[src/utf8d_pkg.sv]
// Shared status codes and the result type of the lenient UTF-8 decoder.
package utf8d_pkg;

  localparam int unsigned CP_W = 21;
  localparam int unsigned ST_W = 2;

  localparam logic [ST_W-1:0] ST_OK       = 2'd0;
  localparam logic [ST_W-1:0] ST_BAD_LEAD = 2'd1;
  localparam logic [ST_W-1:0] ST_TRUNC    = 2'd2;

  typedef struct packed {
    logic            has_res;
    logic [CP_W-1:0] code_point;
    logic [ST_W-1:0] status;
    logic            end_of_text;
  } utf8d_res_t;

endpackage

[src/utf8d_core.sv]
// Sequence state and the per-word decode step of the lenient UTF-8 decoder.
module utf8d_core (
  input  logic                  clk,
  input  logic                  rst_n,
  input  logic                  fire,
  input  logic [7:0]            text_byte,
  input  logic                  final_byte,
  output utf8d_pkg::utf8d_res_t res
);
  import utf8d_pkg::*;

  logic [1:0]      pend_r, pend_nxt;
  logic [CP_W-1:0] part_r, part_nxt;
  logic [CP_W-1:0] acc;
  logic [1:0]      pend_dec;

  assign acc      = {part_r[CP_W-7:0], text_byte[5:0]};
  assign pend_dec = pend_r - 2'd1;

  always_comb begin
    pend_nxt        = pend_r;
    part_nxt        = part_r;
    res.has_res     = 1'b0;
    res.code_point  = '0;
    res.status      = ST_OK;
    res.end_of_text = final_byte;
    if (pend_r != 2'd0) begin
      if (pend_dec == 2'd0) begin
        res.has_res    = 1'b1;
        res.code_point = acc;
        pend_nxt       = 2'd0;
        part_nxt       = '0;
      end else if (final_byte) begin
        res.has_res = 1'b1;
        res.status  = ST_TRUNC;
        pend_nxt    = 2'd0;
        part_nxt    = '0;
      end else begin
        pend_nxt = pend_dec;
        part_nxt = acc;
      end
    end else if (text_byte inside {[8'h00:8'h7F]}) begin
      res.has_res    = 1'b1;
      res.code_point = {{(CP_W-8){1'b0}}, text_byte};
    end else if (text_byte inside {[8'hC0:8'hF7]}) begin
      if (final_byte) begin
        res.has_res = 1'b1;
        res.status  = ST_TRUNC;
      end else if (text_byte inside {[8'hC0:8'hDF]}) begin
        pend_nxt = 2'd1;
        part_nxt = {{(CP_W-5){1'b0}}, text_byte[4:0]};
      end else if (text_byte inside {[8'hE0:8'hEF]}) begin
        pend_nxt = 2'd2;
        part_nxt = {{(CP_W-4){1'b0}}, text_byte[3:0]};
      end else begin
        pend_nxt = 2'd3;
        part_nxt = {{(CP_W-3){1'b0}}, text_byte[2:0]};
      end
    end else begin
      res.has_res = 1'b1;
      res.status  = ST_BAD_LEAD;
    end
  end

  always_ff @(posedge clk) begin
    if (!rst_n) begin
      pend_r <= 2'd0;
      part_r <= '0;
    end else if (fire) begin
      pend_r <= pend_nxt;
      part_r <= part_nxt;
    end
  end

  // An idle decoder holds no partial code point.
  a_idle_clear: assert property (@(posedge clk) disable iff (!rst_n)
    (pend_r == 2'd0) |-> (part_r == '0))
    else $error("partial value left over while no sequence is open");

  // The last word of a string always closes any open sequence.
  a_final_closes: assert property (@(posedge clk) disable iff (!rst_n)
    (fire && final_byte) |=> (pend_r == 2'd0))
    else $error("sequence still open after the final word");

  // The last word of a string always gives a result.
  a_final_result: assert property (@(posedge clk) disable iff (!rst_n)
    (fire && final_byte) |-> res.has_res)
    else $error("final word gave no result");

endmodule

[src/utf8_lenient_decoder.sv]
// Top level of the lenient UTF-8 decoder: input register, decode step, result register.
// A word taken into the input register passes its result, if it gives one, into the result register and out_*.
// Throughput: one word per cycle while the result side takes a word every cycle.
// A waiting result holds the word in the input register, which then blocks the input.
// Reset (rst_n low, synchronous) empties both registers and closes any open sequence.
module utf8_lenient_decoder (
  input  logic                        clk,
  input  logic                        rst_n,
  input  logic                        in_valid,
  output logic                        in_ready,
  input  logic [7:0]                  in_text_byte,
  input  logic                        in_final_byte,
  output logic                        out_valid,
  input  logic                        out_ready,
  output logic [utf8d_pkg::CP_W-1:0]  out_code_point,
  output logic [utf8d_pkg::ST_W-1:0]  out_status,
  output logic                        out_end_of_text
);
  import utf8d_pkg::*;

  logic            in_v_r, in_v_nxt;
  logic [7:0]      byte_r;
  logic            fin_r;
  logic            out_v_r, out_v_nxt;
  logic [CP_W-1:0] cp_r;
  logic [ST_W-1:0] st_r;
  logic            eot_r;
  logic            out_free;
  logic            fire;
  utf8d_res_t      res;

  assign out_free = !out_v_r || out_ready;
  assign fire     = in_v_r && out_free;
  assign in_ready = !in_v_r || fire;

  utf8d_core u_core (
    .clk        (clk),
    .rst_n      (rst_n),
    .fire       (fire),
    .text_byte  (byte_r),
    .final_byte (fin_r),
    .res        (res)
  );

  always_comb begin
    in_v_nxt = in_v_r;
    if (in_valid && in_ready) begin
      in_v_nxt = 1'b1;
    end else if (fire) begin
      in_v_nxt = 1'b0;
    end
    out_v_nxt = out_v_r;
    if (fire) begin
      out_v_nxt = res.has_res;
    end else if (out_ready) begin
      out_v_nxt = 1'b0;
    end
  end

  always_ff @(posedge clk) begin
    if (!rst_n) begin
      in_v_r  <= 1'b0;
      out_v_r <= 1'b0;
    end else begin
      in_v_r  <= in_v_nxt;
      out_v_r <= out_v_nxt;
    end
  end

  always_ff @(posedge clk) begin
    if (in_valid && in_ready) begin
      byte_r <= in_text_byte;
      fin_r  <= in_final_byte;
    end
    if (fire && res.has_res) begin
      cp_r  <= res.code_point;
      st_r  <= res.status;
      eot_r <= res.end_of_text;
    end
  end

  assign out_valid       = out_v_r;
  assign out_code_point  = cp_r;
  assign out_status      = st_r;
  assign out_end_of_text = eot_r;

  // Only ok results carry a code point.
  a_cp_zero: assert property (@(posedge clk) disable iff (!rst_n)
    (out_v_r && (st_r != ST_OK)) |-> (cp_r == '0))
    else $error("code point set on a result that is not ok");

  // A truncated result is always the end of a string.
  a_trunc_eot: assert property (@(posedge clk) disable iff (!rst_n)
    (out_v_r && (st_r == ST_TRUNC)) |-> eot_r)
    else $error("truncated result without end of text");

  // A word in the input register moves on whenever the result side is free.
  a_no_stall: assert property (@(posedge clk) disable iff (!rst_n)
    (in_v_r && !out_v_r) |-> fire)
    else $error("input register held while the result register is empty");

endmodule
[config.mk]
export PLATFORM = sky130hd
export DESIGN_NAME = utf8_lenient_decoder
export DESIGN_NICKNAME = d
export VERILOG_FILES = /design/src/utf8d_pkg.sv /design/src/utf8d_core.sv /design/src/utf8_lenient_decoder.sv
export SDC_FILE = /design/constraint.sdc
export NUM_CORES = 1
export LEC_CHECK = 0
export ABC_AREA = 1
export BUFFER_PORTS_ARGS = -buffer_cell sky130_fd_sc_hd__clkbuf_2
export CORE_UTILIZATION = 35
export DETAILED_ROUTE_END_ITERATION = 16
export GPL_TIMING_DRIVEN = 0
export SYNTH_ARGS = -nofsm -noshare
export SYNTH_HDL_FRONTEND = slang
export SYNTH_SLANG_ARGS = --single-unit
[constraint.sdc]
create_clock -name clk -period 2 [get_ports clk]
set_clock_uncertainty 0.1 [all_clocks]
set_input_delay 0.4 -clock clk [delete_from_list [all_inputs] [get_ports clk]]
set_output_delay 0.4 -clock clk [all_outputs]
set_load 0.1 [all_outputs]
### After elaboration in Yosys (flattened, before gate mapping)

Cells that the tools add are included.

* order comparisons: 7
* shift-type cells: 0
* bitwise operators: 0
* multiplexer cells: 31
* multiply operators: 0
* div/mod/pow operators: 0
* $add $sub $neg: 1
* reductions and logical operators: 17
* equal/unequal tests: 2

Operators with widths (number)
* 15-bit 2-to-1 mux: 7
* 8-bit less-or-equal comparator, second input constant: 3
* 24-bit 2-to-1 mux: 1
* 2-bit 2-to-1 mux: 11
* 21-bit 2-to-1 mux: 1
* 8-bit greater-or-equal comparator, second input constant: 2
* 1-bit 2-to-1 mux: 9
* 8-bit by 1-bit greater-or-equal comparator with 1-bit output, second input constant: 1
* 8-bit by 7-bit less-or-equal comparator with 1-bit output, second input constant: 1
* 8-bit 2-to-1 mux: 1
* 2-bit nonzero test: 4
* 1-bit logical AND: 7
* 4-bit 2-to-1 mux: 1
* 2-bit by 1-bit inequality test with 1-bit output, second input constant: 2
* 4-bit AND reduction: 1
* 1-bit zero test: 2
* 2-bit zero test: 1
* 1-bit logical OR: 2
* 2-bit by 1-bit subtractor with 2-bit output, second input constant: 1

* register bits: 52
* input bits: 13
* latch bits: 0
* memories kept: 0
* bits in writable memories: 0
* memory bits (read-only): 0

### Longest topological paths before layout

Gate-level depths: netlist of run 1.

* word-level depth: 8
* gate-level depth with buffers: 10
* depth with buffers taken out: 9

### Hierarchy

A second synthesis of run 1 with hierarchy kept.

* cell total of the unflattened synthesis: 232
* area, all modules: 2233.4 um2

Modules (own cells, without submodules)
* utf8d_core: seq. area each 340.3 um2, times used 1, area an instance 1134.8 um2, cells an instance 182
* utf8_lenient_decoder: seq. area each 1031.0 um2, times used 1, area an instance 1098.6 um2, cells an instance 50

### Worst setup path before layout of run 1

No wires, ideal clock.

* path type: reg2reg
* start: register out_v_r (netlist: out_valid)
* end: register byte_r[0], enable pin
* clock period less this slack: 2.831 ns
* arrival: 2.447 ns
* buffers on the path: 0
* stages on the path, launching flop included: 4
* setup slack: -0.831 ns
* data required time: 1.616 ns
* cell sequence: dfxtp_1 > nand3_1 > nand2_1 > inv_1

* longest elaborated chain between the ends: 5

RTL lines
* start, declared: RTL line utf8_lenient_decoder.sv:24 `logic out_v_r, out_v_nxt;`
* start signal, assigned: RTL line utf8_lenient_decoder.sv:66 `out_v_r <= out_v_nxt;`
* 1-bit zero test: RTL line utf8_lenient_decoder.sv:32 `assign out_free = !out_v_r || out_ready;`
* 1-bit logical OR: RTL line utf8_lenient_decoder.sv:32
* 1-bit logical AND: RTL line utf8_lenient_decoder.sv:33 `assign fire = in_v_r && out_free;`
* 1-bit logical OR: RTL line utf8_lenient_decoder.sv:34 `assign in_ready = !in_v_r || fire;`
* named net in_ready: RTL line utf8_lenient_decoder.sv:10 `output logic in_ready,`
* 1-bit logical AND: RTL line utf8_lenient_decoder.sv:71 `if (in_valid && in_ready) begin`
* end signal, assigned: RTL line utf8_lenient_decoder.sv:72 `byte_r <= in_text_byte;`
* end, declared: RTL line utf8_lenient_decoder.sv:22 `logic [7:0] byte_r;`

The timed path passes the listed nets, and every way through them passes these cells.
A chain may end at the register's enable or synchronous reset.

### Final worst setup path of run 1

* start: register u_core.pend_r[0]
* end: register cp_r[5] (netlist: out_code_point[5]), enable pin

* longest elaborated chain between the ends: 5
* elaborated cells on any way between the ends: 6
* classes of those cells: add/sub: 1; mux: 2; reduce/logical: 3

RTL lines
* start, declared: RTL line utf8d_core.sv:12 `logic [1:0] pend_r, pend_nxt;`
* start signal, assigned: RTL line utf8d_core.sv:70 `pend_r <= pend_nxt;`
* 2-bit by 1-bit subtractor with 2-bit output: RTL line utf8d_core.sv:18 `assign pend_dec = pend_r - 2'd1;`
* 2-bit zero test: RTL line utf8d_core.sv:28 `if (pend_dec == 2'd0) begin`
* 1-bit 2-to-1 mux: RTL line utf8d_core.sv:28
* 24-bit 2-to-1 mux *: RTL line utf8d_core.sv:27 `if (pend_r != 2'd0) begin`
* 1-bit logical AND *: RTL line utf8_lenient_decoder.sv:75 `if (fire && res.has_res) begin`
* end signal, assigned: RTL line utf8_lenient_decoder.sv:76 `cp_r <= res.code_point;`
* end, declared: RTL line utf8_lenient_decoder.sv:25 `logic [CP_W-1:0] cp_r;`

Mark *: on every way between the ends. The rest lies on a longest branch, timed or not.

==> results.md, run 1 <==
* GP Congestion at roughly 0.83
* CTS clk-pin slew, worst paths at about 100 ps
* Sw Pwr at 647 uW
* Seq pwr share at between 50% and 60%
* Total Wirelength at roughly 4400 um
* Antenna-violating nets left at 0
* Yosys warnings at 0
* Vias at 1,680
* Yosys top cell area share at about 45%
* Hold Vio Cnt, Final at 0
* ANT cells at 0
* Max H-tree Level at 2
* Worst EP arrival at between 1500 and 2000 ps
* Pint at 1550 uW
* Post-CTS Hold Fix Bufs at 0
* Die W at 81.6 um
* GRT Resource Usage Total at 15.5%
* Ranking of synthesized cells by area: edfxtp_1, dfxtp_1, nand2_1, inv_1, nor2_1
* Clk buf depth at 2
* PwrDens at just over 800 nW/um2
* Skew-Pair Late Insertion Delay at between 300 and 400 ps
* Pre-Repair DR Iteration Count at 4
* Starting Density at 36.8%
* FMAX at approximately 520 MHz
* Share of layout cells above drive strength 1 at about 26%
* Status: completed
* Sequential area share after synthesis at between 60% and 70%
* Area Growth Syn to Fin at 22.2%
* Final std cells w/o fill at approximately 370
* Number of global-route vias before repair at ~1,700
* Primary FF master, synth: edfxtp_1
* Routed length per placed instance at 11.8 um
* CTS tree: yes
* Final core occ at between 40% and 50%
* Yosys reg bits at 52
* # setup viols final at 0
* Cells after Synth at about 240
* Total grt overflow at 0
* Max FO, Critical Path at 7
* Critical path startpoint category: flip-flop
* Layout Nets at roughly 310
* Worst vdd ir at between 0.0003 and 0.0004 V
* Die Ht at 81.6 um
* Final Max Tran Viols at 0
* DRC Markers at 0
* Root Driver: clkbuf_8
* Min setup slack post-route at between 90 and 100 ps
* Static leakage at about 0.0012 uW
* HPWL after DPL at 2950 um
* Asr flop ratio synth at 0%
* Clock power share at between 20% and 30%
* Placed Instances at 355
* Critical path class: flip-flop to flip-flop
* Die area at around 6700 um2
* Pin count of the biggest net entering global routing at 16
* Fillcell total at between 600 and 700
* Slew @ Worst Pin at 520 ps
* Period utilization at ~95%
* Sw Ratio at around 29%
* CP Data Required Time at about 2000 ps
* Post-DP Area at 2520 um2
* Clock buffer count from CTS at 5
* Final instance area at 2710 um2
* DRT iter0 DRCs at 128
* Num ports at 39
* Post-synth EDFFs at 33
* Logic gate share of total power at between 15 and 20%
* Slew HR at approximately two thirds
* First-pass GRT wire length at 7600 um
* Avg Inst Size Synth at about 9.1 um2
* Place WS at -335 ps
* Vias per cell at 4.52
* Most frequent cell after synthesis: nand2_1
* Initial antenna violation count at 0
* Unique masters post-synth at 18
* Port buffer count at 37
* Critical Path Sink Type: flip-flop
* Mapped Area at between 2000 and 2500 um2
* Tmin final at around 1900 ps
* Synth cell count leaders: nand2_1, inv_1, nor2_1, edfxtp_1, dfxtp_1
* Num rows at 28
* Synth area leader: edfxtp_1
* Core Box Area at approximately 6000 um2
* RSZ-0062 raised after global routing: no
* Max cap viols at 0
* Syn nets at between 200 and 300
* Worst Hold Class: primary input to flip-flop
* Clock sink count at 52
-- routing by layer --
layer | part of all wire (%) | track usage (%) | up-vias
li1 | - | - | 862
met1 | 44 | 18.3 | 766
met2 | 50 | 27.3 | 44
met3 | 3.7 | 3.33 | 8
met4 | 2.3 | 6.32 | 0
met5 | 0 | 0 | -
-- path summary, 6_finish.rpt --
kind                                       start  slack [ps]  cells past startpoint                end
worst max-delay path            u_core.pend_r[0]          90                     11  out_code_point[5]
worst min-delay path             in_text_byte[0]         160                      1          byte_r[0]
worst max register to register  u_core.pend_r[0]          90                     11  out_code_point[5]
worst min register to register  u_core.part_r[9]         360                      2   u_core.part_r[9]
-- state kept, by name, indices dropped and copies added (netlist names) --
name,flops
fin_r,1
in_v_r,1
out_status,2
out_end_of_text,1
out_valid,1
out_code_point,21
byte_r,8
u_core.pend_r,2
u_core.part_r,15
-- area by class of cell --
cell class,count,area [um2],share of cell area [%]
buffer,8,56.3,2.08
clock buffer,7,86.3,3.19
timing repair buffer,45,258,9.51
tap,75,93.8,3.46
clock inverter,1,3.75,0.139
inverter,39,150,5.54
multi-input combinational,144,679,25.1
timing repair inverter,1,7.51,0.277
sequential,52,1370,50.7
-- per-stage QoR --
| stage | power, uW | hold WS, ps | setup TNS (ps) |
|---|---|---|---|
| finish | 2200 | 160 | 0 |
| global route | 2290 | 144 | 0 |
| CTS | 2200 | 159 | 0 |
| detailed placement | 1590 | 355 | -8010 |
| global placement | 1580 | 352 | -6870 |
| floorplan | 1520 | 339 | 0 |
-- worst max-delay path, cell delays in order, from the launching register on --
cell and delay (ps):
dfxtp_2 340, inv_1 60, ha_1 210, buf_6 130, nand2_2 110, nor2_4 50, nor2_4 110, buf_6 120
nand2_2 60, nand2_4 110, clkinvlp_4 110, buf_4 160
-- placed cells by master, fill, tap and decap left out, drive strengths merged, types with 2 or more instances in the layout --
cell type	Yosys	routed
nand2	65	65
clkbuf	2	46
nor2	43	43
inv	39	38
edfxtp	33	33
dfxtp	19	19
nand3	16	16
buf	6	14
a21oi	10	10
o21ai	7	7
clkinvlp	0	2
ha	2	2
-- power by group through the flow --
stage / Combinational [uW] / Sequential (uW) / Clock (uW)
floorplan: 119 / 1400 / 0
global placement: 351 / 1230 / 0
detailed placement: 353 / 1230 / 0
CTS: 372 / 1210 / 619
global route: 409 / 1210 / 672
finish: 383 / 1210 / 605
-- cell families (layout without fill, tap and decap cells) --
group                    count (synthesis)  in the layout  share of synthesized area (%)
buffers and inverters                   47            101                           9.15
flip-flops                              52             52                           61.9
adder cells (fa/ha/maj)                  2              2                           1.13
AO/OA/AOI/OAI                           17             17                           3.84
AND/OR/NAND/NOR                        125            125                           24.0
-- what timing repair did --
action / CTS / global route
setup endpoints to repair: 24 / 24
endpoints found under the hold margin: 0 / 0
pin swaps: 1 / 2
buffers inserted: 4 / 4
gates cloned: 1 / 0
resized for setup: 2 / 4
Note: power is estimated with default switching activity, not from simulation.
==> run 2, diff against run 1 <==
- clock period: 2 -> 1.9 ns (I/O delays scaled with it)
==> results.md, run 2 (synthesis gave the netlist of run 1 again) <==
* Setup TNS at 0 ps (unchanged)
* Clock buffer count from CTS at 5 (unchanged)
* ANT cells at 0 (unchanged)
* Slew @ Worst Pin at 524 ps (+3.62 ps)
* Slowest CP cell: dfxtp_2
* GRT Resource Usage Total at 14.7% (-0.87 points)
* Core Box Area at 6030 um2 (unchanged)
* Status: completed
* Antenna-violating nets left at 0 (unchanged)
* Period utilization at 93.7% (-1.7 points)
* Share of layout cells above drive strength 1 at 26.5% (+0.60 points)
* DRT iter0 DRCs at 73 (-43%)
* Number of global-route vias before repair at 1,620 (-4.3%)
* Hold Vio Cnt, Final at 0 (unchanged)
* Critical Path Sink Type: flip-flop
* R2R Path Start: u_core.pend_r[0]
* CP Data Required Time at 1870 ps (-100 ps)
* Die area at 6650 um2 (unchanged)
* PwrDens at 878 nW/um2 (+8.3%)
* Max H-tree Level at 2 (unchanged)
* Port buffer count at 37 (unchanged)
* Final Max Tran Viols at 0 (unchanged)
* HPWL after DPL at 2930 um (-0.91%)
* Critical path class: flip-flop to flip-flop
* Pint at 1720 uW (+11%)
* Vias per cell at 4.44 (-1.6%)
* Starting Density at 36.8% (unchanged)
* Most common cell after layout, fill and taps aside: nand2_1
* Max reg flops at 21 (unchanged)
* Worst Hold Class: primary input to flip-flop
* First-pass GRT wire length at 7270 um (-4.4%)
* DRC Markers at 0 (unchanged)
* Seq pwr share at 53.0% (-2.0 points)
* Logic gate share of total power at 16.6% (-0.9 points)
* CP endpoint: out_code_point[4]
* FMAX at 562 MHz (+7.2%)
* Max cap viols at 0 (unchanged)
* Skew-Pair Late Insertion Delay at 300 ps (about the same)
* Clk buf depth at 2 (unchanged)
* GP Congestion at 0.868 (+4.6%)
* Static leakage at 0.00124 uW (-0.20%)
* Pin count of the biggest net entering global routing at 16 (unchanged)
* FF-to-FF setup slack at 120 ps (+30 ps)
* R2R depth at 11 (unchanged)
* Post-CTS Hold Fix Bufs at 0 (unchanged)
* Num ports at 39 (unchanged)
* CP Cell Sequence: inv_2 -> ha_4 -> buf_6 -> nand2_4 -> nor2_4 -> nor2_4 -> buf_6 -> nand2_2 -> nand2_4 -> clkinvlp_4 -> buf_4
* Initial antenna violation count at 0 (unchanged)
* CTS clk-pin slew, worst paths at 90 ps (about the same)
* Total Wirelength at 4150 um (-5.3%)
* Worst EP arrival at 1750 ps (-130 ps)
* Root Driver: clkbuf_8
* Crit. Startpoint: u_core.pend_r[0]
* Max FO, Critical Path at 7 (unchanged)
* CTS tree: yes
* Clock power share at 30.4% (+2.8 points)
* Tmin final at 1780 ps (-128 ps)
* CP max stage delay at 340 ps (about the same)
* Sw Ratio at 28.1% (-1.4 points)
* Total Power at 2400 uW (+9.1%)
* Worst vdd ir at 0.000305 V (-5.9%)
* Routed length per placed instance at 11.2 um (-4.5%)
* Area Growth Syn to Fin at 23.2%
* Pre-Repair DR Iteration Count at 4 (unchanged)
* Num rows at 28 (unchanged)
* Sw Pwr at 673 uW (+4.0%)
* # setup viols final at 0 (unchanged)
* Die W at 81.6 um (unchanged)
* Slew HR at 64.7% (-0.24 points)
* Die Ht at 81.6 um (unchanged)
* Total grt overflow at 0 (unchanged)
* Vias at 1,639 (-2.4%)
* Critical path startpoint category: flip-flop
* Clock sink count at 52 (unchanged)
* Most frequent cells in the layout: nand2_1, nor2_1, clkbuf_2, inv_1, edfxtp_1
* Layout Nets at 308 (-0.96%)
* RSZ-0062 raised after global routing: no
* Reg-to-Reg End: out_code_point[4]
-- run 2: changes by cell type in the layout (fill, tap and decap cells not counted), sizes merged --
cell    change
buf         -3
bufinv      +1
clkbuf      -1
-- run 2: repair_timing --
item                                   in CTS  in global routing
endpoints found under the hold margin       0                  0
gates cloned                                1                  0
setup endpoints to repair                  24                 24
gates resized for setup                     1                  2
setup buffers                               4                  1
-- run 2: layout make-up --
class                      count  area [um2]
inverter                      39         150
multi-input combinational    144         702
clock buffer                   6        72.6
timing repair inverter         1        7.51
fill                         604        3300
clock inverter                 2        35.0
buffer                         8        56.3
tap                           75        93.8
timing repair buffer          42         235
sequential                    52        1380
-- run 2: worst min-delay path by stage --
stage                            startpoint           endpoint  slack [ps]  cells past startpoint
after floorplan           u_core.part_r[10]  u_core.part_r[10]         340                      2
after global placement    u_core.part_r[11]  u_core.part_r[11]         350                      2
after detailed placement   u_core.part_r[9]   u_core.part_r[9]         350                      2
after CTS                   in_text_byte[7]          byte_r[7]         150                      1
after global routing        in_text_byte[1]          byte_r[1]         140                      1
final                       in_text_byte[1]          byte_r[1]         150                      1
-- run 2: power by group through the flow --
stage | Combinational (uW) | Sequential [uW] | Clock (uW)
finish | 397 | 1270 | 729
global route | 426 | 1280 | 802
CTS | 396 | 1270 | 752
detailed placement | 379 | 1300 | 0
global placement | 376 | 1300 | 0
floorplan | 132 | 1470 | 0
-- run 2: worst max-delay path, delay by kind of cell, from the launching register on --
kind                     cells  cell delay (ps)
buffers and inverters        5              560
adder cells (fa/ha/maj)      1              140
flip-flops                   1              340
AND/OR/NAND/NOR              5              400
-- run 2: stage by stage --
stage               instance area [um2]  instances  hold WS (ps)  setup slack (ps)  utilization [%]
finish                             2730        369           150               120             45.3
detailed placement                 2560        355           355              -304             42.4
CTS                                2710        368           147              27.5             45.0
floorplan                          2280        243           339             -4.47                -
global route                       2730        369           136              17.8             45.3
global placement                   2560        355           353              -270             42.4
-- run 2: metal layers --
layer	up-vias	GRT usage, %	wire length (um)	share of wire (%)
met5	-	0	0	0
met4	0	4.91	67	1.6
met3	8	3.78	203	4.9
met2	38	24.8	2000	48
met1	738	18.1	1880	45
li1	855	-	-	-
